[src/sv/fct_pkg.sv]
// types, constants and lookup functions shared by the codon translator modules
`default_nettype none

package fct_pkg;

    // ascii codes the front end tests for
    localparam logic [7:0] CHAR_LF = 8'h0A;

    // codon queue sizing
    localparam int QUEUE_DEPTH = 4;
    localparam int QUEUE_PTR_W = $clog2(QUEUE_DEPTH);
    localparam int QUEUE_CNT_W = $clog2(QUEUE_DEPTH + 1);

    // line of the four-line record
    typedef enum logic [1:0] {
        LINE_HEADER = 2'd0,
        LINE_SEQ    = 2'd1,
        LINE_SEP    = 2'd2,
        LINE_QUAL   = 2'd3
    } line_t;

    // base codes
    typedef enum logic [1:0] {
        BASE_A = 2'd0,
        BASE_C = 2'd1,
        BASE_G = 2'd2,
        BASE_T = 2'd3
    } base_t;

    // codon index: first base in the top bits
    typedef logic [5:0] codon_t;

    // front end to queue
    typedef struct packed {
        logic   valid;
        codon_t codon;
    } codon_push_t;

    // queue head towards the back end
    typedef struct packed {
        logic   valid;
        codon_t codon;
    } codon_head_t;

    // amino-acid letters, codon 0 in the leftmost character
    localparam logic [64*8-1:0] AMINO_STR =
        "KNKNTTTTRSRSIIMIQHQHPPPPRRRRLLLLEDEDAAAAGGGGVVVV-Y-YSSSS-CWCLFLF";

    // normalise a sequence byte to a base, anything unknown counts as A
    function automatic base_t base_code(input logic [7:0] b);
        base_t code;
        case (b) inside
            "C", "c":           code = BASE_C;
            "G", "g":           code = BASE_G;
            "T", "t", "U", "u": code = BASE_T;
            default:            code = BASE_A;
        endcase
        return code;
    endfunction

    // standard genetic code, '-' for stop codons
    function automatic logic [7:0] amino_char(input codon_t codon);
        logic [8:0] offset;
        offset = {~codon, 3'b000};
        return AMINO_STR[offset +: 8];
    endfunction

endpackage

`default_nettype wire

[src/sv/fct_front.sv]
// front end: record line tracking, base normalisation and codon packing
`default_nettype none

module fct_front
    import fct_pkg::*;
(
    input  wire logic        aclk,
    input  wire logic        aresetn,
    input  wire logic        s_tvalid,
    output logic             s_tready,
    input  wire logic [7:0]  s_tdata,
    input  wire logic        queue_full,
    output codon_push_t      push
);

    line_t       record_line_reg, record_line_next;
    logic [1:0]  base_count_reg, base_count_next;
    base_t       held0_reg, held0_next;
    base_t       held1_reg, held1_next;
    logic        accept;
    base_t       code;

    assign s_tready = ~queue_full;
    assign accept   = s_tvalid & s_tready;
    assign code     = base_code(s_tdata);

    // line tracking and codon assembly
    always_comb begin
        record_line_next = record_line_reg;
        base_count_next  = base_count_reg;
        held0_next       = held0_reg;
        held1_next       = held1_reg;
        push.valid       = 1'b0;
        push.codon       = {held0_reg, held1_reg, code};
        if (accept) begin
            if (s_tdata == CHAR_LF) begin
                record_line_next = line_t'(record_line_reg + 2'd1);
            end else if (record_line_reg == LINE_SEQ) begin
                case (base_count_reg)
                    2'd0: begin
                        held0_next      = code;
                        base_count_next = 2'd1;
                    end
                    2'd1: begin
                        held1_next      = code;
                        base_count_next = 2'd2;
                    end
                    default: begin
                        push.valid      = 1'b1;
                        base_count_next = 2'd0;
                    end
                endcase
            end
        end
    end

    // state registers
    always_ff @(posedge aclk) begin
        if (!aresetn) begin
            record_line_reg <= LINE_HEADER;
            base_count_reg  <= 2'd0;
            held0_reg       <= BASE_A;
            held1_reg       <= BASE_A;
        end else begin
            record_line_reg <= record_line_next;
            base_count_reg  <= base_count_next;
            held0_reg       <= held0_next;
            held1_reg       <= held1_next;
        end
    end

`ifndef ASSERT_OFF
    // the codon phase never reaches three
    assert property (@(posedge aclk) disable iff (!aresetn)
        base_count_reg != 2'd3)
        else $error("codon phase out of range");

    // a codon is only pushed from the sequence line
    assert property (@(posedge aclk) disable iff (!aresetn)
        push.valid |-> (record_line_reg == LINE_SEQ && base_count_reg == 2'd2))
        else $error("codon pushed outside the sequence line");

    // a newline always advances the record line
    assert property (@(posedge aclk) disable iff (!aresetn)
        (accept && s_tdata == CHAR_LF) |=>
            record_line_reg == line_t'($past(record_line_reg) + 2'd1))
        else $error("record line did not advance on newline");
`endif

endmodule

`default_nettype wire

[src/sv/fct_queue.sv]
// short codon queue between the front end and the back end
`default_nettype none

module fct_queue
    import fct_pkg::*;
(
    input  wire logic         aclk,
    input  wire logic         aresetn,
    input  wire codon_push_t  push,
    output logic              full,
    output codon_head_t       head,
    input  wire logic         pop
);

    codon_t                   mem [QUEUE_DEPTH];
    logic [QUEUE_PTR_W-1:0]   wr_ptr_reg, rd_ptr_reg;
    logic [QUEUE_CNT_W-1:0]   count_reg, count_next;
    logic                     do_push, do_pop;

    assign full       = (count_reg == QUEUE_CNT_W'(QUEUE_DEPTH));
    assign head.valid = (count_reg != '0);
    assign head.codon = mem[rd_ptr_reg];
    assign do_push    = push.valid & ~full;
    assign do_pop     = pop & head.valid;

    // occupancy
    always_comb begin
        count_next = count_reg;
        case ({do_push, do_pop})
            2'b10:   count_next = count_reg + QUEUE_CNT_W'(1);
            2'b01:   count_next = count_reg - QUEUE_CNT_W'(1);
            default: count_next = count_reg;
        endcase
    end

    // storage
    always_ff @(posedge aclk) begin
        if (do_push) begin
            mem[wr_ptr_reg] <= push.codon;
        end
    end

    // pointers and count
    always_ff @(posedge aclk) begin
        if (!aresetn) begin
            wr_ptr_reg <= '0;
            rd_ptr_reg <= '0;
            count_reg  <= '0;
        end else begin
            if (do_push) begin
                wr_ptr_reg <= wr_ptr_reg + QUEUE_PTR_W'(1);
            end
            if (do_pop) begin
                rd_ptr_reg <= rd_ptr_reg + QUEUE_PTR_W'(1);
            end
            count_reg <= count_next;
        end
    end

`ifndef ASSERT_OFF
    // occupancy stays within the depth
    assert property (@(posedge aclk) disable iff (!aresetn)
        count_reg <= QUEUE_CNT_W'(QUEUE_DEPTH))
        else $error("queue occupancy beyond depth");

    // the front end never pushes into a full queue
    assert property (@(posedge aclk) disable iff (!aresetn)
        !(push.valid && full))
        else $error("push into full queue");

    // pointer gap agrees with the count
    assert property (@(posedge aclk) disable iff (!aresetn)
        (wr_ptr_reg - rd_ptr_reg) == count_reg[QUEUE_PTR_W-1:0])
        else $error("queue pointers and count disagree");
`endif

endmodule

`default_nettype wire

[src/sv/fct_back.sv]
// back end: genetic code lookup into the output register
`default_nettype none

module fct_back
    import fct_pkg::*;
(
    input  wire logic         aclk,
    input  wire logic         aresetn,
    input  wire codon_head_t  head,
    output logic              pop,
    output logic              m_tvalid,
    input  wire logic         m_tready,
    output logic [7:0]        m_tdata
);

    logic        m_tvalid_reg, m_tvalid_next;
    logic [7:0]  m_tdata_reg;

    // take the next codon when the output register is free or being drained
    assign pop      = head.valid & (~m_tvalid_reg | m_tready);
    assign m_tvalid = m_tvalid_reg;
    assign m_tdata  = m_tdata_reg;

    always_comb begin
        m_tvalid_next = m_tvalid_reg;
        if (pop) begin
            m_tvalid_next = 1'b1;
        end else if (m_tready) begin
            m_tvalid_next = 1'b0;
        end
    end

    // output beat payload
    always_ff @(posedge aclk) begin
        if (pop) begin
            m_tdata_reg <= amino_char(head.codon);
        end
    end

    // output valid
    always_ff @(posedge aclk) begin
        if (!aresetn) begin
            m_tvalid_reg <= 1'b0;
        end else begin
            m_tvalid_reg <= m_tvalid_next;
        end
    end

`ifndef ASSERT_OFF
    // a popped codon always shows up as a beat
    assert property (@(posedge aclk) disable iff (!aresetn)
        pop |=> m_tvalid_reg)
        else $error("popped codon not presented");

    // the output register is only reloaded once its beat has gone
    assert property (@(posedge aclk) disable iff (!aresetn)
        (m_tvalid_reg && !m_tready) |-> !pop)
        else $error("output overwritten while stalled");

    // an idle queue with a drained output leaves the channel idle
    assert property (@(posedge aclk) disable iff (!aresetn)
        (!head.valid && (!m_tvalid_reg || m_tready)) |=> !m_tvalid_reg)
        else $error("beat presented without a codon");
`endif

endmodule

`default_nettype wire

[src/sv/fastq_codon_translator_core.sv]
// Translator of FASTQ sequence lines into amino-acid letters (standard genetic
// code, '-' for stop codons). One byte is taken per clock cycle; s_tready falls
// only when the four-entry codon queue is full, which happens only after the
// result side has held m_tready low. Newlines step through the four lines of
// each record and only sequence-line bytes count as bases; the codon phase
// carries across records. A result beat is stored in the codon queue when the
// byte that completes its codon is taken, then passes to the output register.
`default_nettype none

module fastq_codon_translator_core
    import fct_pkg::*;
(
    input  wire logic        aclk,
    input  wire logic        aresetn,
    input  wire logic        s_tvalid,
    output logic             s_tready,
    input  wire logic [7:0]  s_tdata,   // [7:0] in_byte
    output logic             m_tvalid,
    input  wire logic        m_tready,
    output logic [7:0]       m_tdata    // [7:0] amino_char
);

    codon_push_t  push;
    codon_head_t  head;
    logic         queue_full;
    logic         pop;

    // classify bytes and build codons
    fct_front u_front (
        .aclk       (aclk),
        .aresetn    (aresetn),
        .s_tvalid   (s_tvalid),
        .s_tready   (s_tready),
        .s_tdata    (s_tdata),
        .queue_full (queue_full),
        .push       (push)
    );

    // decoupling queue
    fct_queue u_queue (
        .aclk    (aclk),
        .aresetn (aresetn),
        .push    (push),
        .full    (queue_full),
        .head    (head),
        .pop     (pop)
    );

    // translate and present results
    fct_back u_back (
        .aclk     (aclk),
        .aresetn  (aresetn),
        .head     (head),
        .pop      (pop),
        .m_tvalid (m_tvalid),
        .m_tready (m_tready),
        .m_tdata  (m_tdata)
    );

endmodule

`default_nettype wire
[config.mk]
export PLATFORM = sky130hd
export DESIGN_NAME = fastq_codon_translator_core
export DESIGN_NICKNAME = d
export VERILOG_FILES = /design/src/sv/fct_pkg.sv /design/src/sv/fct_front.sv /design/src/sv/fct_queue.sv /design/src/sv/fct_back.sv /design/src/sv/fastq_codon_translator_core.sv
export SDC_FILE = /design/constraint.sdc
export NUM_CORES = 1
export LEC_CHECK = 0
export BUFFER_PORTS_ARGS = -buffer_cell sky130_fd_sc_hd__buf_2
export CORE_ASPECT_RATIO = 1.4
export CORE_MARGIN = 3
export CORE_UTILIZATION = 45
export CTS_BUF_LIST = sky130_fd_sc_hd__clkbuf_8 sky130_fd_sc_hd__clkbuf_16
export DETAILED_ROUTE_END_ITERATION = 16
export SLEW_MARGIN = 20
export SYNTH_ARGS = -nofsm -noshare
export SYNTH_HDL_FRONTEND = slang
export SYNTH_SLANG_ARGS = --single-unit
[constraint.sdc]
create_clock -name aclk -period 3.2 [get_ports aclk]
set_clock_uncertainty 0.1 [all_clocks]
set_input_delay 0.32 -clock aclk [delete_from_list [all_inputs] [get_ports aclk]]
set_output_delay 0.32 -clock aclk [all_outputs]
set_load 0.1 [all_outputs]
Word level (Yosys, flattened, before mapping)
Memory sizes are Yosys's and may differ from the RTL's. A register that Yosys moved wholly into a read port is not among the register bits.
Cells that the tools add are included.
{"block": "classes", "add_sub_neg": 5, "eq_ne": 14, "shifts": 1, "muxes": 15, "bitwise": 9, "reduce_logical": 12}
{"op": "indexed part select 512 x 10 -> 8 bit, first input constant", "n": 1}
{"op": "== test 8 x 7 -> 1 bit, second input constant", "n": 8}
{"op": "two-way mux 2 bit", "n": 5}
{"op": "== test 8 x 4 -> 1 bit, second input constant", "n": 1}
{"op": "two-way mux 1 bit", "n": 8}
{"op": "AND reduction 4 bit", "n": 2}
{"op": "adder 2 x 1 -> 2 bit, second input constant", "n": 3}
{"op": "== test 2 x 1 -> 1 bit, second input constant", "n": 3}
{"op": "NOT 6 bit", "n": 1}
{"op": "one-hot mux 3 bit (2 select lines)", "n": 1}
{"op": "OR reduction 2 bit", "n": 3}
{"op": "AND 1 bit", "n": 4}
{"op": "one-hot mux 2 bit (2 select lines)", "n": 1}
{"op": "nonzero test 2 bit", "n": 2}
{"op": "OR reduction 4 bit", "n": 1}
{"op": "adder 3 x 1 -> 3 bit, second input constant", "n": 1}
{"op": "== test 3 bit, second input constant", "n": 1}
{"op": "NOT 1 bit", "n": 3}
{"op": "AND reduction 3 bit", "n": 1}
{"op": "nonzero test 3 bit", "n": 1}
{"op": "subtractor 3 x 1 -> 3 bit, second input constant", "n": 1}
{"op": "== test 2 bit, second input constant", "n": 1}
{"op": "logical NOT 2 bit", "n": 1}
{"op": "AND reduction 2 bit", "n": 1}
{"op": "bitwise OR 1 bit", "n": 1}
{"block": "word_totals", "register_bits": 24, "mem_bits_rw": 24, "input_bits": 12, "output_inout_bits": 10, "elab_cells": 66, "n_memories": 1}
{"memory": "u_queue.mem", "depth": 4, "word_bits": 6, "rd": 1, "rd_ports_with_merged_regs": 1, "wr": 1, "line": "fct_queue.sv:15", "text": "codon_t mem [QUEUE_DEPTH];"}

Logic depth before layout (Yosys ltp)
Gate-level depths: netlist (run 1).
{"block": "depth", "depth_word": 9, "mapped_depth": 11, "mapped_depth_nobuf": 11}

Modules after synthesis
A second synthesis (run 1) with hierarchy kept.
{"block": "unflattened", "hier_cells": 186, "area_unflattened_um2": 2439.8}
{"module": "fct_queue", "n_inst": 1, "cells_per_inst": 83, "area_per_inst_um2": 1360.1, "seq_area_each_um2": 900.9}
{"module": "fct_back", "n_inst": 1, "cells_per_inst": 54, "area_per_inst_um2": 568.0, "seq_area_each_um2": 230.2}
{"module": "fct_front", "n_inst": 1, "cells_per_inst": 49, "area_per_inst_um2": 511.7, "seq_area_each_um2": 160.2}

Worst setup path after synthesis (run 1)
Ideal clock, no wire load.
{"block": "synth_path", "path_type": "register to register", "startpoint": "reg u_back.m_tvalid_reg (netlist: u_back.m_tvalid)", "endpoint": "reg u_queue.count_reg[2]", "setup_ps": 76, "arrival_ps": 2629, "t_required_ps": 3024, "path_slack_ps": 395, "path_stages_with_launch": 8, "path_buffers": 0, "period_less_slack_ps": 2805, "cell_sequence": "dfxtp_1 a21oi_1 ha_1 inv_1 fa_1 xor2_1 or3_1 a21boi_0"}
{"block": "synth_between", "elab_chain_cells": 6, "word_cells_on_any_way": 8, "cone_classes": "eq/ne: 2; mux: 1; bitwise: 4; reduce/logical: 1"}
{"element": "start, declared", "line": "fct_back.sv:16", "text": "logic m_tvalid_reg, m_tvalid_next;"}
{"element": "start signal, assigned", "line": "fct_back.sv:45", "text": "m_tvalid_reg <= m_tvalid_next;"}
{"element": "NOT 1 bit (*)", "line": "fct_back.sv:20", "text": "assign pop = head.valid & (~m_tvalid_reg | m_tready);"}
{"element": "bitwise OR 1 bit (*)", "line": "fct_back.sv:20"}
{"element": "AND 1 bit (*)", "line": "fct_back.sv:20"}
{"element": "via pop", "line": "fastq_codon_translator_core.sv:26", "text": "logic pop;"}
{"element": "AND 1 bit (*)", "line": "fct_queue.sv:24", "text": "assign do_pop = pop & head.valid;"}
{"element": "== test 2 x 1 -> 1 bit / == test 2 bit (equally long branches)", "line": "fct_queue.sv:29", "text": "case ({do_push, do_pop})"}
{"element": "one-hot mux 3 bit (2 select lines) / nonzero test 2 bit (equally long branches)"}
{"element": "end signal, assigned", "line": "fct_queue.sv:56", "text": "count_reg <= count_next;"}
{"element": "end, declared", "line": "fct_queue.sv:17", "text": "logic [QUEUE_CNT_W-1:0] count_reg, count_next;"}
Mark *: on every way through the listed nets, which the timed path passes. The rest lies on a longest branch.
A chain may end at the register's enable or synchronous reset.

Worst setup path in the final report (run 1)
{"block": "layout_path", "startpoint": "reg u_queue.count_reg[2]", "endpoint": "reg u_queue.count_reg[2]"}
{"block": "layout_between", "elab_chain_cells": 7, "word_cells_on_any_way": 14, "cone_classes": "add/sub: 2; eq/ne: 3; mux: 2; bitwise: 5; reduce/logical: 2"}
{"element": "== test 3 bit", "line": "fct_queue.sv:20", "text": "assign full = (count_reg == QUEUE_CNT_W'(QUEUE_DEPTH));"}
{"element": "NOT 1 bit", "line": "fct_front.sv:23, fct_queue.sv:23"}
{"element": "AND 1 bit", "line": "fct_front.sv:24", "text": "assign accept = s_tvalid & s_tready;"}
{"element": "two-way mux 1 bit", "line": "fct_front.sv:35", "text": "if (accept) begin"}
{"element": "AND 1 bit", "line": "fct_queue.sv:23", "text": "assign do_push = push.valid & ~full;"}
{"element": "== test 2 x 1 -> 1 bit / == test 2 bit (equally long branches)", "line": "fct_queue.sv:29"}
{"element": "one-hot mux 3 bit (2 select lines) / nonzero test 2 bit (equally long branches)"}
Parallel ways exist; a longest one is shown, timed or not.

==> results by group, run 1 <==
Power and ir drop
  • Leakage power: 0.9494 nW
  • Flop pwr share: 0.427
  • Switching pwr: between 0.0007 and 0.0008 W
  • Internal: 0.001110 W
  • Clk pwr share: 0.190
  • Gate power share: 0.383
  • Switch share: 0.4050
  • Worst vdd ir: around 300 uV
  • Total chip power: 0.001866 W
  • PwrDens: 726.2 nW/um^2

Worst hold path
  • Depth of the worst hold-timing path: 4
  • Hold Crit Class: in2reg
  • Hold path endpoint: u_back.m_tvalid$_SDFFE_PN0P_
  • Worst Hold Launch: m_tready

Finish
  • Layout cells sized above 1: 0.2129
  • Final instance area: 2569 sq um
  • Storage cell area: approximately 1300 sq um
  • Fillers: about 450
  • Area of the multi-input gates: 942.2 sq um
  • Synth-to-layout area growth: 9.727%
  • Largest register FFs: 24
  • Nets: 224
  • Diodes inserted: 0

Placement
  • DP Worst Slack: 0.2906 ns
  • GPL Wtd Cong: 0.7840
  • Placed Area: 2479 sq um
  • IO buf count: 20
  • Post-DP HPWL: 2.857 mm

Synthesis
  • Main synth FF type: edfxtp_1
  • Seq/Total Area, Yosys: 0.5516
  • Mapped Area: 2341 sq um
  • Yosys top cell area share: 0.3976
  • Count leader, synth: edfxtp_1
  • Ys async rst share: 0
  • Synth Instances: around 180
  • EDFF count, synth: 31
  • Cell taking the most area after synthesis: edfxtp_1
  • Post-synthesis area per instance: 13.08 sq um
  • Synthesis-stage register bit count: 49
  • Syn Nets: 202
  • Synth top cells by count: edfxtp_1, dfxtp_1, and2_1
  • Synth top area cells: edfxtp_1, dfxtp_1, ha_1, mux4_2, and2_1
  • Yosys cell types: 43
  • Yosys warns: 0

Floorplanning
  • Die Span X: 66.96 um
  • Top Ports: 22
  • Die height: around 91 um
  • Core area: 4955 sq um
  • Rows: 30
  • DIE AREA: 6116 sq um
  • Initial Util: 0.4725

CTS
  • Clk slew on worst S/H paths: around 0.090 ns
  • Clock Path Buffers: 2
  • Number of setup buffers added after CTS: 0
  • Root buffer cell: clkbuf_8
  • Clock Latency Late Sink: 0.30 ns
  • Num CTS Buffers: 5
  • CTS H-tree depth: 2
  • CTS sink count: 49
  • # resized after CTS: 0
  • # hold bufs at CTS: 0
  • CTS tree: yes

Timing
  • FMAX: 0.3833 GHz
  • Post-layout min period: approximately 2.6 ns
  • Slew HR: 0.4312
  • Period utilization: 0.8152
  • Worst Max-Slew Pin Slew: 0.8413 ns
  • RSZ-0062 raised after global routing: false
  • PnR worst setup slack: ~0.6 ns
  • Setup TNS: 0 ns
  • Final Slew Violations: 0
  • Final Hold Viols: 0
  • Final Setup Violations: 0

Critical path
  • R2R Setup Slk: 0.59 ns
  • Worst Path Required: approximately 3.3 ns
  • Endpoint class of the critical path: register
  • Setup CP Type: reg2reg
  • Reg-to-reg startpoint: u_queue.count_reg[2]$_SDFFE_PN0P_
  • Crit Path Max Fanout: 7
  • Crit path arrival time: 2.74 ns
  • R2r worst-path depth: 10
  • CP startpoint kind: register
  • Worst r2r dst: u_queue.count_reg[2]$_SDFFE_PN0P_

GRT
  • Total gr overflow: 0
  • Initial antenna violation count: 0
  • Gr usage total: 0.1324
  • Largest net degree at the start of global routing: 18
  • First-pass GRT wire length: 6.065 mm
  • Vias in the first global route: between 1000 and 1500

Drt
  • Starting DRT DRC Count: 65
  • 1st-pass router iterations: 7
  • Via count: 1384
  • Antenna viol nets, final: 0
  • DRC: 0
  • Number of vias per cell: 5.203
  • Avg WL per Cell: 13.75 um
  • Drt total wl: 3.658 mm

Flow run
  • # Max-Cap Violations: 0

Status
  • Outcome: finished, final reports clean
-- power groups by stage --
| stage | registers, W | clock network, W | logic, W |
|---|---|---|---|
| global placement | 0.000811 | 0 | 0.000700 |
| global route | 0.000806 | 0.000393 | 0.000774 |
| floorplan | 0.00107 | 0 | 0.000358 |
| detailed placement | 0.000814 | 0 | 0.000723 |
| finish | 0.000796 | 0.000355 | 0.000715 |
| CTS | 0.000799 | 0.000369 | 0.000723 |
-- critical path: stages, from the launching register on --
cell,delay [ns]
dfxtp_1,0.37
or3b_2,0.50
nand3_1,0.18
nor3b_2,0.11
inv_1,0.08
ha_1,0.17
inv_1,0.06
fa_1,0.37
xor2_1,0.15
or3_1,0.29
a21boi_0,0.15
-- final cells by class --
| class | instances | area share |
|---|---|---|
| tap | 64 | 0.03117 |
| timing repair buffer | 21 | 0.04189 |
| clock buffer | 5 | 0.02679 |
| sequential | 49 | 0.5027 |
| clock inverter | 3 | 0.008281 |
| multi-input combinational | 112 | 0.3668 |
| inverter | 12 | 0.02241 |
-- stage by stage --
step / instances / hold WS [ns] / utilization
floorplan: 179 / 0.3482 / -
global placement: 258 / 0.3623 / 0.5003
finish: 266 / 0.1931 / 0.5184
detailed placement: 258 / 0.3786 / 0.5003
CTS: 266 / 0.1863 / 0.5184
global route: 266 / 0.1984 / 0.5184
-- logic make-up (layout without fill, tap and decap cells) --
kind of cell               after synthesis  in the layout  share of synthesized area
muxes                                   15             15                     0.1053
adders and majority gates               11             11                    0.06200
xor gates and xnor gates                 6              6                    0.02245
buffers and inverters                   18             41                    0.04596
DFF                                     49             49                     0.5516
and+or+nand+nor                         54             54                     0.1406
AOI/OAI and AO/OA                       25             25                    0.07055
other                                    1              1                   0.001602
-- cells in the final DEF, fill, tap and decap left out, types with 2 or more instances in the layout --
| cell type | synthesis | final |
|---|---|---|
| edfxtp_1 | 31 | 31 |
| buf_2 | 1 | 20 |
| dfxtp_1 | 18 | 18 |
| and2_1 | 13 | 13 |
| nand2_1 | 11 | 11 |
| inv_1 | 11 | 11 |
| ha_1 | 10 | 10 |
| a21oi_1 | 9 | 9 |
| mux2i_1 | 7 | 7 |
| nor2b_1 | 7 | 7 |
| mux4_2 | 5 | 5 |
| o21ai_0 | 5 | 5 |
| clkbuf_8 | 0 | 5 |
| and3_1 | 3 | 3 |
| nor2_1 | 3 | 3 |
| nand2b_1 | 3 | 3 |
| a21boi_0 | 3 | 3 |
| xor2_1 | 3 | 3 |
| xnor2_1 | 3 | 3 |
| nor3b_1 | 2 | 2 |
| nor3b_2 | 2 | 2 |
| mux4_1 | 2 | 2 |
| o211a_1 | 2 | 2 |
| o211ai_1 | 2 | 2 |
| or2_2 | 2 | 2 |
-- layer usage --
layer / part of all wire / GRT usage / vias to the layer above
met1: 0.38 / 0.1437 / 661
met5: 0 / 0 / -
li1: - / - / 684
met3: 0.036 / 0.02599 / 6
met4: 0.014 / 0.05584 / 0
met2: 0.57 / 0.2409 / 33
-- worst max-delay path by stage --
stage | cells past startpoint | from | slack [ns] | end
3_5_place_dp | 11 | s_tdata[5] | 0.29 | u_queue.count_reg[2]$_SDFFE_PN0P_
5_1_grt | 10 | u_queue.count_reg[2]$_SDFFE_PN0P_ | 0.39 | u_queue.count_reg[2]$_SDFFE_PN0P_
4_1_cts | 10 | u_queue.count_reg[2]$_SDFFE_PN0P_ | 0.56 | u_queue.count_reg[2]$_SDFFE_PN0P_
2_1_floorplan | 7 | u_back.m_tvalid$_SDFFE_PN0P_ | 0.40 | u_queue.count_reg[2]$_SDFFE_PN0P_
6_report | 10 | u_queue.count_reg[2]$_SDFFE_PN0P_ | 0.59 | u_queue.count_reg[2]$_SDFFE_PN0P_
3_3_place_gp | 11 | s_tdata[5] | 0.36 | u_queue.count_reg[2]$_SDFFE_PN0P_
(Power assumes the default switching activity.)
==> run 2: changes to the inputs <==
- ABC_AREA: default -> 1
- PLACE_DENSITY: default -> 0.65
- clock period: 3.2 -> 2.35 ns (I/O delays scaled with it)
==> run 2 against run 1 <==
  * Setup slack got worse by 0.38 ns
  * Clock power rose by 65%
  * Critical endpoint is now u_queue.count_reg[1]$_SDFFE_PN0P_
  * Largest power group is now combinational cells
  * Cell count rose by 42%
  * Synthesized cell count rose by 56%
==> results by group, run 2 <==
Floorplanning
  • Core area: ~5300 sq um
  • Die height: between 90 and 100 um
  • Die Span X: 69.06 um
  • Initial Util: 0.4749
  • Top Ports: 22
  • Rows: 31
  • DIE AREA: roughly 6500 sq um

Placement
  • Post-DP HPWL: 3.402 mm
  • Dpl cells: 369
  • GPL Wtd Cong: 0.8044
  • Placed Area: 2720 sq um
  • IO buf count: 20

Power and ir drop
  • PwrDens: 1164 nW/um^2
  • Leakage power: approximately 1.3 nW
  • Worst vdd ir: 814.5 uV
  • Total chip power: 0.003304 W

Synthesis
  • Yosys top cell area share: 0.3716
  • Synthesis-stage register bit count: 49
  • Seq/Total Area, Yosys: 0.5155
  • EDFF count, synth: 31
  • Mapped Area: 2505 sq um
  • Syn Nets: around 300
  • Main synth FF type: edfxtp_1
  • Cell taking the most area after synthesis: edfxtp_1
  • Post-synthesis area per instance: 8.946 sq um
  • Synth top cells by count: nand2_1, inv_1, nor2_1
  • Count leader, synth: nand2_1
  • Synth top area cells: edfxtp_1, dfxtp_1, nand2_1, inv_1, nor2_1
  • Yosys cell types: 28
  • Ys async rst share: 0
  • Synth Instances: 280
  • Yosys warns: 0

Critical path
  • R2R Setup Slk: 0.21 ns
  • R2r worst-path depth: 13
  • CP startpoint kind: register
  • Setup CP Type: reg2reg
  • Crit Path Max Fanout: 7
  • Crit path arrival time: 2.28 ns
  • Endpoint class of the critical path: register
  • Worst Path Required: 2.50 ns

Timing
  • Period utilization: 0.9098
  • FMAX: 0.4677 GHz
  • Final Hold Viols: 0
  • Final Slew Violations: 0
  • Final Setup Violations: 0
  • Setup TNS: 0 ns
  • RSZ-0062 raised after global routing: false
  • Post-layout min period: 2.138 ns
  • WHS: around 0.15 ns

Finish
  • Synth-to-layout area growth: 13.34%
  • Final instance area: 2839 sq um
  • Diodes inserted: 0
  • Commonest non-fill, non-tap cells in the layout: nand2_1, inv_1, nor2_1
  • Largest register FFs: 24
  • Layout Cells excl Fill: 378
  • Commonest non-fill, non-tap cell in the layout: nand2_1
  • Layout cells sized above 1: 0.2404
  • Nets: 334
  • Fillers: about 510

GRT
  • Initial antenna violation count: 0
  • Gr usage total: 0.1483
  • Vias in the first global route: 1769
  • First-pass GRT wire length: 7.596 mm
  • Total gr overflow: 0
  • Largest net degree at the start of global routing: 16

CTS
  • Root buffer cell: clkbuf_8
  • CTS tree: yes
  • Clock Path Buffers: 2
  • Clock Latency Late Sink: 0.30 ns
  • # hold bufs at CTS: 0
  • # resized after CTS: 0
  • Clk slew on worst S/H paths: 0.09 ns
  • CTS H-tree depth: 2
  • Num CTS Buffers: 5
  • CTS sink count: 49

Drt
  • Antenna viol nets, final: 0
  • Number of vias per cell: just under 5
  • Starting DRT DRC Count: 55
  • Drt total wl: roughly 4.3 mm
  • Via count: 1825
  • Avg WL per Cell: 11.49 um
  • DRC: 0
  • 1st-pass router iterations: 4

Status
  • Outcome: finished, final reports clean

Worst hold path
  • Hold Crit Class: in2reg
  • Depth of the worst hold-timing path: 3

Flow run
  • # Max-Cap Violations: 0
[run 2: cell types whose count changed in the layout (fill, tap and decap cells not counted), sizes merged, moves of 4 or more]
cell and delta:
o21ai +15, nand3 +16, nor2b -7, and2 -13, buf +7, nor3b -4
nor2 +33, mux2i -7, mux4 -7, nand2 +60, inv +32, a21oi +8
[run 2: worst paths after layout]
path | start | endpoint
worst max register to register | u_queue.count_reg[1]$_SDFFE_PN0P_ | u_queue.count_reg[1]$_SDFFE_PN0P_
worst min-delay path | aresetn | u_back.m_tvalid$_SDFFE_PN0P_
worst max-delay path | u_queue.count_reg[1]$_SDFFE_PN0P_ | u_queue.count_reg[1]$_SDFFE_PN0P_
worst min register to register | u_front.record_line_reg[1]$_SDFFE_PN0P_ | u_front.record_line_reg[1]$_SDFFE_PN0P_
[run 2: cells by family after synthesis]
family	after synthesis	share of synthesized area
adders and majority gates	11	0.05794
buffers and inverters	47	0.08042
DFF	49	0.5155
and+or+nand+nor	132	0.2552
xor gates and xnor gates	1	0.003497
AOI/OAI and AO/OA	39	0.08592
other	1	0.001497
[run 2: layer usage]
metal  GRT usage  up-vias  share of wire
li1            -      962              -
met1      0.1348      822           0.37
met2      0.2978       32           0.56
met3     0.03105        9          0.033
met4     0.08143        0          0.029
met5           0        -              0
[run 2: stage by stage]
step           utilization  worst slack (ns)
6_report            0.5382            0.2120
5_1_grt             0.5382           0.01887
4_1_cts             0.5368            0.1239
3_5_place_dp        0.5157           0.09663
3_3_place_gp        0.5157            0.1347
2_1_floorplan            -           0.01864
[run 2: final cells by class]
type | instances | area (sq um) | area share
repair buffers | 28 | 160.2 | 0.05641
multi-input cells | 184 | 1028 | 0.3623
flip-flops and latches | 49 | 1292 | 0.4553
inverters | 43 | 163.9 | 0.05773
clock inverters | 3 | 42.54 | 0.01498
clock buffers | 5 | 68.82 | 0.02424
well taps | 66 | 82.58 | 0.02909
[run 2: what timing repair did]
action | in CTS | in global routing
endpoints found under the hold margin | 0 | 0
buffers inserted | 0 | 1
endpoints found under the setup margin | 0 | 2
[run 2: report_power, final]
part	total, W	switching (W)	internal (W)
combinational	0.00160	0.00120	0.000403
clock	0.000586	0.000271	0.000315
sequential	0.00112	0.0000433	0.00108
[run 2: critical path: stages (launching register included)]
cell and delay [ns]:
dfxtp_1 0.36, inv_2 0.08, nand3_4 0.09, nand2_1 0.05
nor2_1 0.12, o21ai_2 0.10, nor2_2 0.16, inv_2 0.09
ha_1 0.18, inv_1 0.10, fa_2 0.43, nor2_1 0.09
a21oi_1 0.04, nor2_1 0.08
